File: src/rtl/ssa_pkg.sv
// Package of the signal statistics block: transaction types, sequencer states
// and the control struct between the top level and the divide/root engine.
// No dependencies.
package ssa_pkg;

  localparam int SAMPLE_W    = 16;
  localparam int RESULT_W    = 16;
  localparam int COUNT_OUT_W = 17;

  typedef struct packed {
    logic signed [SAMPLE_W-1:0] sample;
    logic                       last;
  } ssa_in_t;

  typedef struct packed {
    logic signed [RESULT_W-1:0] max_sample;
    logic signed [RESULT_W-1:0] min_sample;
    logic signed [RESULT_W-1:0] mean_value;
    logic [RESULT_W-1:0]        rms_value;
    logic [COUNT_OUT_W-1:0]     sample_count;
    logic                       overflow;
  } ssa_out_t;

  typedef enum logic [1:0] {
    S_ACC,
    S_START,
    S_CALC
  } ssa_state_t;

  typedef enum logic [2:0] {
    E_IDLE,
    E_MEAN,
    E_MSQ,
    E_ROOT,
    E_DONE
  } ssa_eng_state_t;

  typedef struct packed {
    logic start;
    logic ack;
  } ssa_ctl_t;

endpackage

File: src/rtl/ssa_divsqrt.sv
// Iterative engine for the end of a record: mean by restoring division, mean square
// by restoring division and RMS by a digit-by-digit square root, all on one subtractor.
// Depends on ssa_pkg.
module ssa_divsqrt import ssa_pkg::*; #(
  parameter int CNT_W = 17
) (
  input  logic                              clk,
  input  logic                              rst_n,
  input  ssa_ctl_t                          ctl,
  input  logic signed [SAMPLE_W+CNT_W-1:0]  sum,
  input  logic [2*SAMPLE_W+CNT_W-3:0]       sumsq,
  input  logic [CNT_W-1:0]                  count,
  output logic                              done,
  output logic [RESULT_W-1:0]               mean,
  output logic [RESULT_W-1:0]               rms
);

  localparam int SUM_W  = SAMPLE_W + CNT_W;
  localparam int SQ_W   = 2*SAMPLE_W - 2 + CNT_W;
  localparam int ROOT_W = 2*SAMPLE_W - 1;
  localparam int UW     = (CNT_W + 1 > 2*SAMPLE_W) ? CNT_W + 1 : 2*SAMPLE_W;
  localparam int IW     = $clog2(SQ_W + 1);
  localparam int PAD_W  = SQ_W - SUM_W;

  ssa_eng_state_t      state_r, state_nxt;
  logic [SQ_W-1:0]     num_r, num_nxt;
  logic [CNT_W-1:0]    rem_r, rem_nxt;
  logic [CNT_W-1:0]    den_r, den_nxt;
  logic                neg_r, neg_nxt;
  logic [SQ_W-1:0]     sq_r, sq_nxt;
  logic [ROOT_W-1:0]   x_r, x_nxt;
  logic [ROOT_W-1:0]   res_r, res_nxt;
  logic [ROOT_W-1:0]   bit_r, bit_nxt;
  logic [IW-1:0]       idx_r, idx_nxt;
  logic [RESULT_W-1:0] mean_r, mean_nxt;

  logic [CNT_W:0]      shifted;
  logic [ROOT_W:0]     root_trial;
  logic [UW-1:0]       op_a, op_b;
  logic [UW:0]         diff;
  logic                ge;
  logic [SQ_W-1:0]     quot;
  logic [CNT_W-1:0]    rem_div;
  logic [SUM_W-1:0]    sum_mag;
  logic [RESULT_W-1:0] q_low, mean_calc;

  always_comb begin
    shifted    = {rem_r, num_r[SQ_W-1]};
    root_trial = {1'b0, res_r} + {1'b0, bit_r};
    if (state_r == E_ROOT) begin
      op_a = UW'(x_r);
      op_b = UW'(root_trial);
    end else begin
      op_a = UW'(shifted);
      op_b = UW'(den_r);
    end
    diff      = {1'b0, op_a} - {1'b0, op_b};
    ge        = ~diff[UW];
    quot      = {num_r[SQ_W-2:0], ge};
    rem_div   = ge ? diff[CNT_W-1:0] : shifted[CNT_W-1:0];
    sum_mag   = sum[SUM_W-1] ? (SUM_W'(~sum) + SUM_W'(1)) : SUM_W'(sum);
    q_low     = quot[RESULT_W-1:0];
    mean_calc = neg_r ? (~q_low + RESULT_W'(1)) : q_low;
  end

  always_comb begin
    state_nxt = state_r;
    num_nxt   = num_r;
    rem_nxt   = rem_r;
    den_nxt   = den_r;
    neg_nxt   = neg_r;
    sq_nxt    = sq_r;
    x_nxt     = x_r;
    res_nxt   = res_r;
    bit_nxt   = bit_r;
    idx_nxt   = idx_r;
    mean_nxt  = mean_r;
    done      = 1'b0;
    case (state_r)
      E_IDLE: begin
        if (ctl.start) begin
          num_nxt   = {sum_mag, PAD_W'(0)};
          rem_nxt   = '0;
          den_nxt   = count;
          neg_nxt   = sum[SUM_W-1];
          sq_nxt    = sumsq;
          idx_nxt   = IW'(SUM_W);
          state_nxt = E_MEAN;
        end
      end
      E_MEAN: begin
        num_nxt = quot;
        rem_nxt = rem_div;
        idx_nxt = idx_r - IW'(1);
        if (idx_r == IW'(1)) begin
          mean_nxt  = mean_calc;
          num_nxt   = sq_r;
          rem_nxt   = '0;
          idx_nxt   = IW'(SQ_W);
          state_nxt = E_MSQ;
        end
      end
      E_MSQ: begin
        num_nxt = quot;
        rem_nxt = rem_div;
        idx_nxt = idx_r - IW'(1);
        if (idx_r == IW'(1)) begin
          x_nxt     = quot[ROOT_W-1:0];
          res_nxt   = '0;
          bit_nxt   = {1'b1, (ROOT_W-1)'(0)};
          idx_nxt   = IW'(SAMPLE_W);
          state_nxt = E_ROOT;
        end
      end
      E_ROOT: begin
        if (ge) begin
          x_nxt   = diff[ROOT_W-1:0];
          res_nxt = (res_r >> 1) + bit_r;
        end else begin
          res_nxt = res_r >> 1;
        end
        bit_nxt = bit_r >> 2;
        idx_nxt = idx_r - IW'(1);
        if (idx_r == IW'(1)) begin
          state_nxt = E_DONE;
        end
      end
      E_DONE: begin
        done = 1'b1;
        if (ctl.ack) begin
          state_nxt = E_IDLE;
        end
      end
      default: begin
        state_nxt = E_IDLE;
      end
    endcase
  end

  always_ff @(posedge clk) begin
    if (!rst_n) begin
      state_r <= E_IDLE;
      idx_r   <= '0;
    end else begin
      state_r <= state_nxt;
      idx_r   <= idx_nxt;
    end
  end

  always_ff @(posedge clk) begin
    num_r  <= num_nxt;
    rem_r  <= rem_nxt;
    den_r  <= den_nxt;
    neg_r  <= neg_nxt;
    sq_r   <= sq_nxt;
    x_r    <= x_nxt;
    res_r  <= res_nxt;
    bit_r  <= bit_nxt;
    mean_r <= mean_nxt;
  end

  assign mean = mean_r;
  assign rms  = res_r[RESULT_W-1:0];

endmodule

File: src/rtl/signal_stats_accumulator.sv
// Top level of the signal statistics block: running sum, sum of squares, count,
// maximum and minimum per record, with the end-of-record math in ssa_divsqrt.
// Depends on ssa_pkg and ssa_divsqrt.
//
//   channel  ports                          direction  contents
//   in       in_valid, in_stall, in_data    sink       sample, last
//   out      out_valid, out_stall, out_data source     max, min, mean, rms, count, overflow
//
// A sample without the last mark is taken every cycle while in_stall is low.
// The closing sample is followed by the mean division, the mean square division and
// the square root on the shared subtractor, in that order.
// Input is stalled during that time; the result register lets a new record start
// while the previous result still waits. Reset clears all accumulators at once.
module signal_stats_accumulator import ssa_pkg::*; #(
  parameter int MAX_SAMPLES = 65536
) (
  input  logic     clk,
  input  logic     rst_n,
  input  logic     in_valid,
  output logic     in_stall,
  input  ssa_in_t  in_data,
  output logic     out_valid,
  input  logic     out_stall,
  output ssa_out_t out_data
);

  localparam int CNT_W = $clog2(MAX_SAMPLES + 1);
  localparam int SUM_W = SAMPLE_W + CNT_W;
  localparam int SQ_W  = 2*SAMPLE_W - 2 + CNT_W;
  localparam logic signed [SAMPLE_W-1:0] SAMPLE_MIN = {1'b1, (SAMPLE_W-1)'(0)};
  localparam logic signed [SAMPLE_W-1:0] SAMPLE_MAX = {1'b0, {(SAMPLE_W-1){1'b1}}};

  ssa_state_t                 state_r, state_nxt;
  logic signed [SUM_W-1:0]    sum_r, sum_h_r;
  logic [SQ_W-1:0]            sumsq_r, sumsq_h_r;
  logic [CNT_W-1:0]           cnt_r, cnt_h_r;
  logic signed [SAMPLE_W-1:0] max_r, max_h_r;
  logic signed [SAMPLE_W-1:0] min_r, min_h_r;
  logic                       ovf_r, ovf_h_r;
  logic                       out_valid_r, out_valid_nxt;
  ssa_out_t                   out_data_r;

  logic                       accept;
  logic                       full;
  logic signed [SAMPLE_W-1:0] s;
  logic [SAMPLE_W-1:0]        mag;
  logic [2*SAMPLE_W-1:0]      square;
  logic signed [SUM_W-1:0]    sum_u;
  logic [SQ_W-1:0]            sumsq_u;
  logic [CNT_W-1:0]           cnt_u;
  logic signed [SAMPLE_W-1:0] max_u, min_u;
  logic                       ovf_u;
  logic                       load_out;
  ssa_ctl_t                   ctl;
  logic                       eng_done;
  logic [RESULT_W-1:0]        eng_mean, eng_rms;
  logic [CNT_W+COUNT_OUT_W-1:0] cnt_ext;

  assign in_stall = (state_r != S_ACC);
  assign accept   = in_valid && !in_stall;

  always_comb begin
    s       = in_data.sample;
    mag     = s[SAMPLE_W-1] ? (SAMPLE_W'(~s) + SAMPLE_W'(1)) : SAMPLE_W'(s);
    square  = (2*SAMPLE_W)'(mag) * (2*SAMPLE_W)'(mag);
    full    = (cnt_r == CNT_W'(MAX_SAMPLES));
    sum_u   = full ? sum_r : sum_r + SUM_W'(s);
    sumsq_u = full ? sumsq_r : sumsq_r + SQ_W'(square);
    cnt_u   = full ? cnt_r : cnt_r + CNT_W'(1);
    max_u   = (!full && (s > max_r)) ? s : max_r;
    min_u   = (!full && (s < min_r)) ? s : min_r;
    ovf_u   = ovf_r | full;
  end

  always_comb begin
    state_nxt = state_r;
    ctl       = '0;
    load_out  = 1'b0;
    case (state_r)
      S_ACC: begin
        if (accept && in_data.last) begin
          state_nxt = S_START;
        end
      end
      S_START: begin
        ctl.start = 1'b1;
        state_nxt = S_CALC;
      end
      S_CALC: begin
        if (eng_done && (!out_valid_r || !out_stall)) begin
          ctl.ack   = 1'b1;
          load_out  = 1'b1;
          state_nxt = S_ACC;
        end
      end
      default: begin
        state_nxt = S_ACC;
      end
    endcase
    if (load_out) begin
      out_valid_nxt = 1'b1;
    end else if (out_valid_r && !out_stall) begin
      out_valid_nxt = 1'b0;
    end else begin
      out_valid_nxt = out_valid_r;
    end
  end

  always_ff @(posedge clk) begin
    if (!rst_n) begin
      state_r     <= S_ACC;
      out_valid_r <= 1'b0;
      sum_r       <= '0;
      sumsq_r     <= '0;
      cnt_r       <= '0;
      max_r       <= SAMPLE_MIN;
      min_r       <= SAMPLE_MAX;
      ovf_r       <= 1'b0;
    end else begin
      state_r     <= state_nxt;
      out_valid_r <= out_valid_nxt;
      if (accept) begin
        if (in_data.last) begin
          sum_r   <= '0;
          sumsq_r <= '0;
          cnt_r   <= '0;
          max_r   <= SAMPLE_MIN;
          min_r   <= SAMPLE_MAX;
          ovf_r   <= 1'b0;
        end else begin
          sum_r   <= sum_u;
          sumsq_r <= sumsq_u;
          cnt_r   <= cnt_u;
          max_r   <= max_u;
          min_r   <= min_u;
          ovf_r   <= ovf_u;
        end
      end
    end
  end

  always_ff @(posedge clk) begin
    if (accept && in_data.last) begin
      sum_h_r   <= sum_u;
      sumsq_h_r <= sumsq_u;
      cnt_h_r   <= cnt_u;
      max_h_r   <= max_u;
      min_h_r   <= min_u;
      ovf_h_r   <= ovf_u;
    end
    if (load_out) begin
      out_data_r.max_sample   <= max_h_r;
      out_data_r.min_sample   <= min_h_r;
      out_data_r.mean_value   <= eng_mean;
      out_data_r.rms_value    <= eng_rms;
      out_data_r.sample_count <= cnt_ext[COUNT_OUT_W-1:0];
      out_data_r.overflow     <= ovf_h_r;
    end
  end

  assign cnt_ext = (CNT_W+COUNT_OUT_W)'(cnt_h_r);

  ssa_divsqrt #(
    .CNT_W (CNT_W)
  ) u_divsqrt (
    .clk   (clk),
    .rst_n (rst_n),
    .ctl   (ctl),
    .sum   (sum_h_r),
    .sumsq (sumsq_h_r),
    .count (cnt_h_r),
    .done  (eng_done),
    .mean  (eng_mean),
    .rms   (eng_rms)
  );

  assign out_valid = out_valid_r;
  assign out_data  = out_data_r;

endmodule

File: config.mk
export PLATFORM = sky130hd
export DESIGN_NAME = signal_stats_accumulator
export DESIGN_NICKNAME = d
export VERILOG_FILES = /design/src/rtl/ssa_pkg.sv /design/src/rtl/ssa_divsqrt.sv /design/src/rtl/signal_stats_accumulator.sv
export SDC_FILE = /design/constraint.sdc
export NUM_CORES = 2
export LEC_CHECK = 0
export BUFFER_PORTS_ARGS = -buffer_cell sky130_fd_sc_hd__buf_2
export CORE_MARGIN = 2
export CORE_UTILIZATION = 40
export CTS_CLUSTER_DIAMETER = 60
export CTS_CLUSTER_SIZE = 14
export DETAILED_ROUTE_END_ITERATION = 7
export GPL_ROUTABILITY_DRIVEN = 1
export HOLD_SLACK_MARGIN = 0.1
export REMOVE_ABC_BUFFERS = 1
export SYNTH_ARGS = -nofsm -noshare
export SYNTH_HDL_FRONTEND = slang
export SYNTH_SLANG_ARGS = --single-unit
File: constraint.sdc
create_clock -name clk -period 7.75 [get_ports clk]
set_clock_uncertainty 0.1 [all_clocks]
set_input_delay 0.3875 -clock clk [delete_from_list [all_inputs] [get_ports clk]]
set_output_delay 0.3875 -clock clk [all_outputs]
set_load 0.05 [all_outputs]
== Word level (Yosys, flattened, before mapping) ==
Index checks and enable logic that the tools add are counted.

* Register bits: 592
* Logic and storage cells: 141
* Output and inout port bits: 84

* Bitwise logic cells: 5
* Add/sub/neg operators: 10
* Multipliers: 1
* Mux-type cells: 50
* $lt $le $gt $ge: 2
* Eq/ne operators: 16
* Reductions and logical operators: 26

{| class="wikitable"
|+ Operators with widths
! cell !! number
|-
| $mux W47 || 4
|-
| $mux W31 || 6
|-
| $pmux W31 S2 || 3
|-
| $pmux W47 S3 || 1
|-
| $mux W33 || 3
|-
| $mux W16 || 6
|-
| $mux W17 || 5
|-
| $pmux W17 S3 || 1
|-
| $add A47 B32 Y47 || 1
|-
| $add A33 B16 Y33 || 1
|-
| $add A33 B2 Y33 const B || 1
|-
| $not A33 Y33 || 1
|-
| $sub A31 B32 Y33 || 1
|-
| $add A31 B31 Y32 || 1
|-
| $mul A16 B16 Y32 || 1
|-
| $mux W32 || 1
|-
| $not A16 Y16 || 2
|-
| $add A30 B31 Y31 || 1
|-
| $pmux W6 S4 || 1
|-
| $mux W6 || 3
|-
| $add A17 B1 Y17 const B || 1
|-
| $eq A17 B17 Y1 const B || 1
|-
| $add A16 B1 Y16 const B || 1
|-
| $add A16 B2 Y16 const B || 1
|-
| other kinds (29) || 62
|}

== Longest topological paths before layout ==
* Word-level depth: 7
* Depth in mapped cells: 35
* Depth with buffers taken out: 32

== By module ==
A second synthesis with hierarchy kept.

* Cell total of the unflattened synthesis: 3762
* Area total of the unflattened synthesis: 37862.6 µm²

{| class="wikitable"
|+ Modules (own cells, without submodules)
! module !! times used !! area each (µm²) !! seq. area each (µm²) !! cells an instance
|-
| signal_stats_accumulator || 1 || 23950.5 || 9028.7 || 2396
|-
| ssa_divsqrt || 1 || 13912.1 || 6876.6 || 1366
|}

== Worst setup path after synthesis ==
OpenSTA, ideal clock, no wires.

* Path kind: input to register
* Start point: in in_data[6] (netlist bit)
* End point: reg sumsq_h_r[43], data pin
* Slack: -0.452 ns
* Path buffers: 2
* Stages: 30
* Arrival time: 7.843 ns
* Data required time: 7.391 ns
* Cells stage by stage: clkbuf_1 -> or4_1 -> o31ai_1 -> xnor2_1 -> clkinv_1 -> nor2_1 -> inv_1 -> fa_1 -> inv_1 -> fa_1 -> inv_1 -> fa_1 -> inv_1 -> fa_1 -> fa_1 -> inv_1 -> fa_1 -> inv_1 -> ha_1 -> a21o_1 -> a21o_1 -> a21oi_1 -> o211ai_1 -> a221oi_2 -> a21oi_1 -> a311oi_2 -> o21ai_1 -> buf_2 -> nand4_1 -> xnor2_1

* Longest elaborated chain between the ends: 6

{| class="wikitable"
|+ RTL lines
! element !! line !! source
|-
| start: declaration || signal_stats_accumulator.sv:21 || <nowiki>input ssa_in_t in_data,</nowiki>
|-
| $not A16 Y16 || signal_stats_accumulator.sv:64 || <nowiki>mag = s[SAMPLE_W-1] ? (SAMPLE_W'(~s) + SAMPLE_W'(1)) : SAMPLE_W'(s);</nowiki>
|-
| $add A16 B2 Y16 || signal_stats_accumulator.sv:64 ||
|-
| $mux W16 * || signal_stats_accumulator.sv:64 ||
|-
| $mul A16 B16 Y32 * || signal_stats_accumulator.sv:65 || <nowiki>square = (2*SAMPLE_W)'(mag) * (2*SAMPLE_W)'(mag);</nowiki>
|-
| $add A47 B32 Y47 * || signal_stats_accumulator.sv:68 || <nowiki>sumsq_u = full ? sumsq_r : sumsq_r + SQ_W'(square);</nowiki>
|-
| $mux W47 * || signal_stats_accumulator.sv:68 ||
|-
| named net sumsq_u[43] || signal_stats_accumulator.sv:49 || <nowiki>logic [SQ_W-1:0] sumsq_u;</nowiki>
|-
| end signal: assignment || signal_stats_accumulator.sv:145 || <nowiki>sumsq_h_r <= sumsq_u;</nowiki>
|-
| end: declaration || signal_stats_accumulator.sv:35 || <nowiki>logic [SQ_W-1:0] sumsq_r, sumsq_h_r;</nowiki>
|}

The timed path passes the listed nets; every way through them passes the cells marked *.
A chain may end at the register's enable or synchronous reset.

== Worst setup path after layout ==
* Start point: in in_data[5] (netlist bit)
* End point: reg sumsq_r[40]

* Longest elaborated chain between the ends: 7

{| class="wikitable"
|+ RTL lines
! element !! line !! source
|-
| $not A16 Y16 || signal_stats_accumulator.sv:64 ||
|-
| $add A16 B2 Y16 || signal_stats_accumulator.sv:64 ||
|-
| $mux W16 * || signal_stats_accumulator.sv:64 ||
|-
| $mul A16 B16 Y32 * || signal_stats_accumulator.sv:65 ||
|-
| $add A47 B32 Y47 * || signal_stats_accumulator.sv:68 ||
|-
| $mux W47 * || signal_stats_accumulator.sv:68 ||
|-
| $mux W47 * || signal_stats_accumulator.sv:123 || <nowiki>if (in_data.last) begin</nowiki>
|-
| end signal: assignment || signal_stats_accumulator.sv:132 || <nowiki>sumsq_r <= sumsq_u;</nowiki>
|-
| end: declaration || signal_stats_accumulator.sv:35 ||
|}

Every way passes the cells marked *; elsewhere a longest branch is shown, timed or not.

==> results.toml <==
[placement]
portBuffers = 104
gp_congestion = 0.886
post-dp-hpwl_mm = 68.1
placed_cells = 5167
place_area_um2 = 40900

[floorplan]
die_w_um = 311
pin_count = 105
die-area_um2 = 96500
die_h_um = 311
core_um2 = 93200
start_util = 0.403
rows = 112

[yosys]
postSynthCellCount = 3728
synth_top_area_frac = 0.347
ys_ff_latch = 577
ys_async_sr_fraction = 0
synth_cell_types = 93
synth_area_leaders = "edfxtp_1, fa_1, ha_1"
yosys.area.top_type = "edfxtp_1"
yosys_warnings = 0
synth-edff-count = 435
synth.yosys.seq_area_share = 0.423
syn_area_per_cell_um2 = 10.1
yosys_most_used_dff = "edfxtp_1"
netlist_area_um2 = 37600

[setup_path]
cp_slowest_cell = "or4_4"
cp_common_cell = "fa_1"
crit_cells = 31
reg2regPathDepth = 25
startpoint_type = "input port"
cp-endpoint = "sumsq_r[40]"
arrival_ns = 7.93
reg2reg_to = "u_divsqrt.mean[14]"
rrSetupSlack_ns = 1.32
regToRegStartpoint = "u_divsqrt.res_r[4]"
slowest_delay_ns = 0.58
end_kind = "flip-flop"
required_ns = 8.20
criticalPathCategory = "input port to flip-flop"
critPathLaunch = "in_data[5]"
cp_max_fo = 7
cp_top_family = "adder cells"
crit_buf_inv = 7

[global_route]
grt_overflow_total = 0
track_usage = 0.190
grt_max_degree = 71
grt_pass1_wl_mm = 148
grt_antenna_before_repair = 1
grt_pass1_vias = 27100

[cts]
clock_latency_ns = 0.66
cts_tree = "done"
cts_buffers = 59
clk_path_buf_depth = 3
cts_sinks = 577
cts_root_buf = "clkbuf_16"
clk_pin_slew_ns = 0.07
htree_levels = 2

[sta]
period_share = 0.966
worst_slew_pin_slew_ns = 1.19
fmax_ghz = 0.134
setup-violations-final = 0
min_period_ns = 7.49
maxSlewViolCount = 0
slew_headroom = 0.208
hold_viol_final = 0

[detailed_routing]
wl_per_cell_um = 17.5
first_pass_iters = 6
drtIter0Drc = 1976
ant_nets = 0
drt-total-wl_mm = 92.4
drc = 0
via_count = 27200
vias_per_cell = 5.15

[finish]
final_cell_count_no_fill = 5282
areaGrowthSynthToFinish_pct = 14.8
final_common_cell = "edfxtp_1"
layout_common_cells = "edfxtp_1, nand2_1, inv_1"
fillerInstances = 8786
layout.nets = 4435
antenna_cells = 0
drive_above_1_share = 0.138
fin_area_um2 = 43200

[pwr]
p_per_area_nw_per_um2 = 467
power_leakage_uw = 0.0184
ir_drop_mv = 1.05

[job]
max_cap_violations = 0

[hold_path]
hp-class = "input port to flip-flop"

[outcome]
status = "completed"
## cells in the mapped netlist (11+ instances only)
| master | instances |
|---|---|
| nor3_1 | 44 |
| a211oi_1 | 30 |
| o41ai_1 | 12 |
| and2_1 | 39 |
| xnor2_1 | 118 |
| a21o_1 | 60 |
| xor2_1 | 103 |
| nand2_1 | 437 |
| a21oi_1 | 178 |
| nor2_1 | 293 |
| buf_1 | 13 |
| o21bai_1 | 15 |
| a31oi_1 | 27 |
| a22o_1 | 32 |
| nor2b_1 | 28 |
| a22oi_1 | 67 |
| or4_1 | 13 |
| mux2i_1 | 23 |
| nor4_1 | 18 |
| and3_1 | 29 |
| edfxtp_1 | 435 |
| nand4_1 | 28 |
| nand2b_1 | 28 |
| fa_1 | 197 |
| dfxtp_1 | 142 |
| or3_1 | 18 |
| o31ai_1 | 26 |
| o211ai_1 | 11 |
| nor3b_1 | 11 |
| o21ai_0 | 207 |
| ha_1 | 240 |
| o21a_1 | 21 |
| inv_1 | 426 |
| clkbuf_1 | 128 |
| mux2_2 | 30 |
| nand3_1 | 42 |
## routing by layer
| layer | wire [µm] | GRT usage | vias to the layer above |
|---|---|---|---|
| met3 | 3410 | 0.0183 | 97 |
| met4 | 1700 | 0.0402 | 0 |
| met5 | 0 | 0 | - |
| met2 | 43600 | 0.321 | 463 |
| li1 | - | - | 13500 |
| met1 | 43700 | 0.265 | 13200 |
## registers in the layout, indices dropped and copies added, names as in the netlist, 17 cells and up
signal and cells:
out_data 82, sumsq_h_r 47, sumsq_r 47, u_divsqrt.num_r 47
u_divsqrt.sq_r 47, sum_h_r 33, sum_r 33, u_divsqrt.res_r 31
u_divsqrt.x_r 31, cnt_h_r 17, cnt_r 17, u_divsqrt.den_r 17
u_divsqrt.rem_r 17
## tightest hold or removal path, cell delays in order
cell     delay, ns
buf_2         0.09
buf_4         0.20
mux2i_1       0.09
nand2_1       0.06
## report_power, final
part	total (µW)	internal (µW)	switching [µW]
clock	2910	1610	1300
sequential	4180	4040	142
combinational	13100	6220	6840
## final cells by class
type                            count  area [µm²]  area share
Timing Repair Buffer              331        2240      0.0520
Inverter                          435        1640      0.0380
Tap cell                         1254        1570      0.0364
Clock buffer                       84        1630      0.0378
Clock inverter                     28         360     0.00835
Sequential cell                   577       15900       0.369
Multi-Input combinational cell   2573       19800       0.459
## worst min-delay path by stage
stage,startpoint,to,slack (ns),depth (start not counted)
6_report,in_data[4],min_r[3],0.15,4
2_1_floorplan,ovf_h_r,out_data[0],0.30,0
3_5_place_dp,min_h_r[9],out_data[59],0.30,0
4_1_cts,in_data[4],min_r[3],0.12,4
5_1_grt,in_data[4],min_r[3],0.15,4
3_3_place_gp,sumsq_h_r[0],u_divsqrt.sq_r[0],0.30,0
## per-stage QoR
stage          setup WS [ns]   util  hold slack [ns]  power (µW)  setup TNS, ns
4_1_cts               0.0628  0.461            0.121       19900              0
3_3_place_gp          -0.753  0.439            0.301       16700         -23.58
6_report               0.264  0.463            0.151       20100              0
2_1_floorplan          -4.26      -            0.300       12300        -292.45
5_1_grt              -0.0260  0.463            0.154       22100        -0.0756
3_5_place_dp          -0.833  0.439            0.305       16800         -29.42
## cells by family after synthesis
family	Yosys count	share of synthesized area
adder cells (fa/ha/maj)	437	0.185
flip-flops	577	0.423
multiplexers	53	0.0151
AND/OR/NAND/NOR	1067	0.130
AO/OA/AOI/OAI	784	0.137
other	2	0.000200
buffers and inverters	587	0.0590
XOR/XNOR	221	0.0515
## what timing repair did
item | CTS | global route
setup buffers | 0 | 2
pin swaps | 2 | 29
hold buffers | 1 | 0
endpoints found under the setup margin | 16 | 42
endpoints found under the hold margin | 2 | 0
resized for setup | 5 | 45
(Power assumes the default switching activity.)
